File: src/sv/i2ctrf_pkg.sv
// Shared types and event codes for the I2C target register file.
`default_nettype none

package i2ctrf_pkg;

  // Bus event codes carried in the opcode field
  typedef enum logic [3:0] {
    OP_WR_ADDR   = 4'd0,
    OP_DATA_ACK  = 4'd1,
    OP_DATA_NACK = 4'd2,
    OP_STOP      = 4'd3,
    OP_RD_ADDR   = 4'd4,
    OP_SENT_ACK  = 4'd5,
    OP_SENT_NACK = 4'd6,
    OP_LAST_SENT = 4'd7,
    OP_OTHER     = 4'd8
  } opcode_t;

  // Input beat: one bus event with its received byte
  typedef struct packed {
    logic [3:0] opcode;
    logic [7:0] data_in;
  } in_item_t;

  // Output beat: acknowledge decision and transmit byte
  typedef struct packed {
    logic       ack_next;
    logic       tx_valid;
    logic [7:0] tx_data;
  } out_item_t;

  // Controller states
  typedef enum logic {
    ST_IDLE,
    ST_EXEC
  } state_t;

  // Commands from the controller to the datapath
  typedef struct packed {
    logic accept;
    logic execute;
  } ctrl_cmd_t;

  localparam logic [6:0] TOP_INDEX_RESET = 7'd127;

endpackage

`default_nettype wire

File: src/sv/i2c_target_register_file.sv
// Top level of the byte-event I2C target register file.
//
// The input channel (in_valid, in_stall, in_data) carries one bus event per
// beat: an opcode and the byte received from the controller. The output
// channel (out_valid, out_stall, out_data) returns exactly one result beat per
// event: the acknowledge decision for the next byte and, on read events, the
// register byte to send. The configuration channel (cfg_valid, cfg_ready,
// cfg_data) writes top_index; it is ready whenever reset is low.
// The accept edge issues the synchronous read of the register store at the
// pointer; the next edge updates pointer and store, loads the result register
// and raises out_valid. A new event is not taken while the controller is
// still executing the last one.
// Reset clears the pointer and the index flag, sets top_index to 127 and
// clears one fill flag per entry, so the whole store reads as zero at once.
// The input stalls during reset. While a result waits under out_stall, the
// result register holds and the input stalls until that beat is taken.
`default_nettype none

module i2c_target_register_file #(
  parameter int DEPTH = 128
) (
  input  wire logic                 clk,
  input  wire logic                 rst,
  input  wire logic                 in_valid,
  output logic                      in_stall,
  input  wire i2ctrf_pkg::in_item_t in_data,
  output logic                      out_valid,
  input  wire logic                 out_stall,
  output i2ctrf_pkg::out_item_t     out_data,
  input  wire logic                 cfg_valid,
  output logic                      cfg_ready,
  input  wire logic [6:0]           cfg_data
);
  import i2ctrf_pkg::*;

  ctrl_cmd_t cmd;

  assign cfg_ready = !rst;

  i2ctrf_ctrl u_ctrl (
    .clk       (clk),
    .rst       (rst),
    .in_valid  (in_valid),
    .in_stall  (in_stall),
    .out_valid (out_valid),
    .out_stall (out_stall),
    .cmd       (cmd)
  );

  i2ctrf_dpath #(
    .DEPTH (DEPTH)
  ) u_dpath (
    .clk      (clk),
    .rst      (rst),
    .cmd      (cmd),
    .in_data  (in_data),
    .cfg_we   (cfg_valid && cfg_ready),
    .cfg_data (cfg_data),
    .out_data (out_data)
  );

endmodule

`default_nettype wire

File: src/sv/i2ctrf_ctrl.sv
// Controller state machine: input acceptance, execute step and output valid.
`default_nettype none

module i2ctrf_ctrl (
  input  wire logic               clk,
  input  wire logic               rst,
  input  wire logic               in_valid,
  output logic                    in_stall,
  output logic                    out_valid,
  input  wire logic               out_stall,
  output i2ctrf_pkg::ctrl_cmd_t   cmd
);
  import i2ctrf_pkg::*;

  state_t state;
  state_t state_next;
  logic   out_valid_next;
  logic   can_take;

  // Take a new beat only out of reset, when idle and the output register is free by the edge
  assign can_take = !rst && (state == ST_IDLE) && (!out_valid || !out_stall);

  // Next state
  always_comb begin
    state_next = state;
    unique case (state)
      ST_IDLE: begin
        if (can_take && in_valid) state_next = ST_EXEC;
      end
      ST_EXEC: begin
        state_next = ST_IDLE;
      end
      default: state_next = ST_IDLE;
    endcase
  end

  // Outputs and commands
  always_comb begin
    in_stall    = !can_take;
    cmd.accept  = can_take && in_valid;
    cmd.execute = (state == ST_EXEC);
    priority if (cmd.execute) begin
      out_valid_next = 1'b1;
    end else if (out_valid && !out_stall) begin
      out_valid_next = 1'b0;
    end else begin
      out_valid_next = out_valid;
    end
  end

  // Hold state and output valid
  always_ff @(posedge clk) begin
    if (rst) begin
      state     <= ST_IDLE;
      out_valid <= 1'b0;
    end else begin
      state     <= state_next;
      out_valid <= out_valid_next;
    end
  end

endmodule

`default_nettype wire

File: src/sv/i2ctrf_dpath.sv
// Datapath: register store, pointer, index flag, top index and result register.
`default_nettype none

module i2ctrf_dpath #(
  parameter int DEPTH = 128
) (
  input  wire logic                  clk,
  input  wire logic                  rst,
  input  wire i2ctrf_pkg::ctrl_cmd_t cmd,
  input  wire i2ctrf_pkg::in_item_t  in_data,
  input  wire logic                  cfg_we,
  input  wire logic [6:0]            cfg_data,
  output i2ctrf_pkg::out_item_t      out_data
);
  import i2ctrf_pkg::*;

  localparam int PW = (DEPTH > 1) ? $clog2(DEPTH) : 1;

  logic [7:0]       mem [DEPTH];
  logic [DEPTH-1:0] filled;
  logic [7:0]       rd_byte;
  logic             rd_filled;

  logic [PW-1:0]    ptr;
  logic [PW-1:0]    ptr_next;
  logic             expect_idx;
  logic             expect_idx_next;
  logic [6:0]       top_index;
  logic [8:0]       top_ext;

  logic [3:0]       op;
  logic [7:0]       data;

  logic             we;
  logic [PW-1:0]    idx_sel;
  logic             ack;
  logic             txv;
  logic [7:0]       tx;
  logic [PW-1:0]    mod_tab [256];

  assign top_ext = 9'(top_index);

  // Byte modulo depth as a constant table
  for (genvar g = 0; g < 256; g++) begin : g_mod
    assign mod_tab[g] = PW'(g % DEPTH);
  end

  // Wrap to zero at the top index or the end of the store
  function automatic logic [PW-1:0] advance(input logic [PW-1:0] p, input logic [8:0] top);
    logic [PW-1:0] r;
    if (9'(p) >= top) begin
      r = '0;
    end else if (p == PW'(DEPTH - 1)) begin
      r = '0;
    end else begin
      r = p + 1'b1;
    end
    return r;
  endfunction

  // Latch the event and read the store at the pointer
  always_ff @(posedge clk) begin
    if (cmd.accept) begin
      op        <= in_data.opcode;
      data      <= in_data.data_in;
      rd_byte   <= mem[ptr];
      rd_filled <= filled[ptr];
    end
  end

  // Decode the event against the current state
  always_comb begin
    we              = 1'b0;
    ack             = 1'b0;
    txv             = 1'b0;
    tx              = 8'd0;
    ptr_next        = ptr;
    expect_idx_next = expect_idx;
    idx_sel         = mod_tab[data];
    unique case (op)
      OP_WR_ADDR: begin
        expect_idx_next = 1'b1;
        ack             = 1'b1;
      end
      OP_DATA_ACK, OP_DATA_NACK: begin
        if (expect_idx) begin
          ptr_next        = (9'(idx_sel) > top_ext) ? '0 : idx_sel;
          expect_idx_next = 1'b0;
        end else begin
          we       = 1'b1;
          ptr_next = advance(ptr, top_ext);
        end
        ack = (9'(ptr_next) != top_ext);
      end
      OP_STOP, OP_SENT_NACK, OP_LAST_SENT: begin
        ack = 1'b1;
      end
      OP_RD_ADDR, OP_SENT_ACK: begin
        ack      = (9'(ptr) != top_ext);
        txv      = 1'b1;
        tx       = rd_filled ? rd_byte : 8'd0;
        ptr_next = advance(ptr, top_ext);
      end
      default: begin
        ack = 1'b0;
      end
    endcase
  end

  // Write the store on a data byte that is not the register index
  always_ff @(posedge clk) begin
    if (cmd.execute && we) begin
      mem[ptr] <= data;
    end
  end

  // Advance pointer, index flag and fill flags; load top index from configuration
  always_ff @(posedge clk) begin
    if (rst) begin
      ptr        <= '0;
      expect_idx <= 1'b0;
      filled     <= '0;
      top_index  <= TOP_INDEX_RESET;
    end else begin
      if (cmd.execute) begin
        ptr        <= ptr_next;
        expect_idx <= expect_idx_next;
        if (we) filled[ptr] <= 1'b1;
      end
      if (cfg_we) top_index <= cfg_data;
    end
  end

  // Load the result register
  always_ff @(posedge clk) begin
    if (cmd.execute) begin
      out_data.ack_next <= ack;
      out_data.tx_valid <= txv;
      out_data.tx_data  <= tx;
    end
  end

endmodule

`default_nettype wire
File: config.mk
export PLATFORM = sky130hd
export DESIGN_NAME = i2c_target_register_file
export DESIGN_NICKNAME = d
export VERILOG_FILES = /design/src/sv/i2ctrf_pkg.sv /design/src/sv/i2c_target_register_file.sv /design/src/sv/i2ctrf_ctrl.sv /design/src/sv/i2ctrf_dpath.sv
export SDC_FILE = /design/constraint.sdc
export NUM_CORES = 1
export LEC_CHECK = 0
export BUFFER_PORTS_ARGS = -buffer_cell sky130_fd_sc_hd__buf_2
export CAP_MARGIN = 5
export CORE_MARGIN = 1.5
export CORE_UTILIZATION = 45
export DETAILED_ROUTE_END_ITERATION = 10
export PLACE_DENSITY_LB_ADDON = 0.25
export SLEW_MARGIN = 30
export SYNTH_ARGS = -nofsm -noshare
export SYNTH_HDL_FRONTEND = slang
export SYNTH_SLANG_ARGS = --single-unit
File: constraint.sdc
create_clock -name clk -period 4.2 [get_ports clk]
set_clock_uncertainty 0.2 [all_clocks]
set_input_delay 0.84 -clock clk [delete_from_list [all_inputs] [get_ports clk]]
set_output_delay 0.84 -clock clk [all_outputs]
set_load 0.05 [all_outputs]
==> results.json <==
{
  "status": "finished, final reports clean",
  "setup_slack_ns": 0.0000546,
  "core_area_sq_um": 98400,
  "cts_htree_levels": 3,
  "wl_per_cell_um": 30.9,
  "arrival_ns": 4.34,
  "pwr-share-clk": 0.433,
  "drcViolationCount": 0,
  "cts_tree": "built",
  "ys_types": 60,
  "dieHeight_um": 318,
  "drt-initial-drc-count": 3724,
  "critical_path_buf_inv_count": 3,
  "globalplace.congestion": 0.940,
  "synth-seq-cells": 1200,
  "reg2reg_slack_ns": 0.00005,
  "drt_wl_total_mm": 135,
  "antenna_found_initial": 1,
  "crit_type": "reg2reg",
  "cts.sinks": 1200,
  "path_cells": "buf_4 -> and2_4 -> and2_4 -> buf_4 -> buf_4 -> a22o_1 -> a221oi_1 -> a31oi_1 -> nor4_1 -> nand4_1",
  "cpMaxStageDelayCell": "nor4_1",
  "period_share": 1.00,
  "critPathTopFamily": "simple AND/OR/NAND/NOR gates",
  "hold_viol_final": 0,
  "tightestPinTransition_ns": 0.994,
  "grt_usage": 0.262,
  "fin_nets": 2996,
  "cts_buffer_depth": 3,
  "via_per_inst": 6.40,
  "grt_max_degree": 129,
  "fin_crit_ns": 4.20,
  "internal-power_w": 0.0191,
  "io_buffer_count": 36,
  "synth_area_leaders": "edfxtp_1 (71%), dfxtp_1 (6.5%), a22oi_1 (6.0%)",
  "synth_edf_count": 1055,
  "cp-start-kind": "flop",
  "max_freq_ghz": 0.238,
  "die_area_sq_um": 101000,
  "vias": 27835,
  "vdd_drop_max_mv": 0.341,
  "syn_nets": 2758,
  "insertion_delay_ns": 0.72,
  "die_x_um": 318,
  "final.setup.tns_ns": 0,
  "crit_top_cell": "buf_4",
  "power_density_nw_per_um2": 465,
  "io_pins": 37,
  "drive_above_1_share": 0.177,
  "yosys.area_share.simple": 0.0375,
  "dp_hpwl_mm": 84.0,
  "synth_adder_area_share": 0.00420,
  "grt_pass1_wl_mm": 194,
  "cts_buffers": 118,
  "ys_seq_area_frac": 0.773,
  "synthTopCellsByCount": "edfxtp_1 (1055), a22oi_1 (355), nor2_1 (167), dfxtp_1 (145), o21a_1 (128)",
  "pre_cts_ws_ns": 0.0818,
  "ctsRootBufferMaster": "clkbuf_16",
  "ys.flop_type": "edfxtp_1",
  "syn_area_per_cell_sq_um": 16.4,
  "end_kind": "flop",
  "grt_pass1_vias": 26857,
  "p_seq_frac": 0.538,
  "syn_inst": 2719,
  "switchingPower_w": 0.00502,
  "start_util": 0.454,
  "finalSetupViolCount": 0,
  "synth_top_family_by_area": "compound AO/OA/AOI/OAI gates",
  "path_max_fanout": 17,
  "synth.most_common_cell": "edfxtp_1",
  "cap_violations": 0,
  "n_antenna_cell": 0,
  "core.rowCount": 115,
  "cts_hold_buf": 0,
  "post-synth-top-area-cell": "edfxtp_1",
  "slew_headroom": 0.335,
  "rsz0062_at_grt": "no",
  "synth-compound-area-share": 0.149,
  "yosys_warnings": 0,
  "areaGrowthSynthToFinish_pct": 16.0,
  "fillers": 7969,
  "slew_violations": 0,
  "synthXorXnorAreaFrac": 0.00235,
  "cp.required_ns": 4.34,
  "p_comb_frac": 0.029,
  "grt_overflow": 0,
  "min_path_type": "in2reg",
  "synthMuxAreaShare": 0.0141,
  "ant_nets": 0,
  "synth_top_area_share": 0.708,
  "swShare": 0.208,
  "clkSlewWorstSetupHoldPaths_ns": 0.06,
  "synth_area_sq_um": 44700,
  "async_flop_share": 0,
  "drt_pass1_iterations": 9,
  "critPathMaxStageDelay_ns": 0.88,
  "leakage_nw": 16.5
}
## timing repair
action	4_1_cts	5_1_grt
setup endpoints to repair	0	1
gates resized for setup	0	1
setup buffers	0	0
## routing by layer
| metal | routed length, um | global-route usage |
|---|---|---|
| met5 | 0 | 0 |
| met4 | 5150 | 0.0959 |
| met3 | 12700 | 0.0466 |
| met2 | 62700 | 0.411 |
| met1 | 54000 | 0.369 |
## stage by stage
step	area (sq um)	utilization	hold slack [ns]	cells	power, W
3_5_place_dp	48000	0.488	0.254	4124	0.0139
6_report	51900	0.527	0.109	4350	0.0241
4_1_cts	51900	0.527	0.0777	4350	0.0242
2_1_floorplan	44700	-	0.241	2719	0.0136
3_3_place_gp	48000	0.488	0.247	4124	0.0139
5_1_grt	51900	0.527	0.0820	4350	0.0247
## cells by family after synthesis
family / after synthesis
flip-flops: 1200
AO/OA/AOI/OAI: 878
AND/OR/NAND/NOR: 362
buffers and inverters: 203
multiplexers: 49
adder cells (fa/ha/maj): 15
XOR/XNOR: 12
## worst reg2reg max path: cells and delay by family (launching register included)
kind	cells	cell delay, ns
AND/OR/NAND/NOR	4	1.74
AO/OA/AOI/OAI	3	0.78
buffers and inverters	3	0.71
flip-flops	1	0.41
## placed cells by master (no fill, tap or decap), types with 13 or more instances in the layout
cell type	netlist	final
edfxtp_1	1055	1055
a22oi_1	355	355
buf_4	7	247
nor2_1	167	166
dfxtp_1	145	141
o21a_1	128	128
clkbuf_16	0	125
a221oi_1	85	85
a22o_1	78	78
nand2_1	68	68
a31oi_1	64	64
a21oi_1	42	42
nand4_1	42	42
clkbuf_1	88	38
buf_2	68	36
o21ai_0	25	25
clkinv_2	0	25
mux2_2	22	22
buf_12	0	21
a41oi_1	20	20
mux2i_1	18	18
o211ai_1	17	17
ha_1	15	15
clkbuf_8	0	15
nor4_1	13	13
nand3_1	13	13
a211oi_1	13	13
## flip-flops by register name, indices dropped and copies added (netlist names)
signal	flops
u_dpath.op	4
u_dpath.mem	1024
u_ctrl.state	1
u_dpath.out_data	10
u_dpath.data	8
u_ctrl.out_valid	1
u_dpath.filled	128
u_dpath.rd_filled	1
u_dpath.top_index	7
u_dpath.rd_byte	8
u_dpath.ptr	7
u_dpath.expect_idx	1
## power groups by stage
stage | Combinational, W | Clock [W] | Sequential, W
2_1_floorplan | 0.000294 | 0 | 0.0133
3_3_place_gp | 0.000675 | 0 | 0.0132
3_5_place_dp | 0.000689 | 0 | 0.0132
4_1_cts | 0.000690 | 0.0106 | 0.0130
5_1_grt | 0.000731 | 0.0110 | 0.0130
6_report | 0.000700 | 0.0104 | 0.0130
## final timing paths
path,from,end,cells after the start
worst max register to register,u_dpath.ptr[1],u_dpath.rd_byte[2],10
worst max-delay path,u_dpath.ptr[1],u_dpath.rd_byte[2],10
worst min-delay path,in_data[0],u_dpath.data[0],1
worst min register to register,u_dpath.filled[78],u_dpath.filled[78],1
## layout make-up
type                       count  area [sq um]  area share
sequential                  1200         34600       0.667
clock inverter                48           375     0.00723
multi-input combinational   1316          9300       0.179
clock buffer                 178          3480      0.0670
tap                         1287          1610      0.0310
timing repair buffer         306          2480      0.0477
inverter                      15          58.8     0.00113
Power figures use the tool's default switching activity.
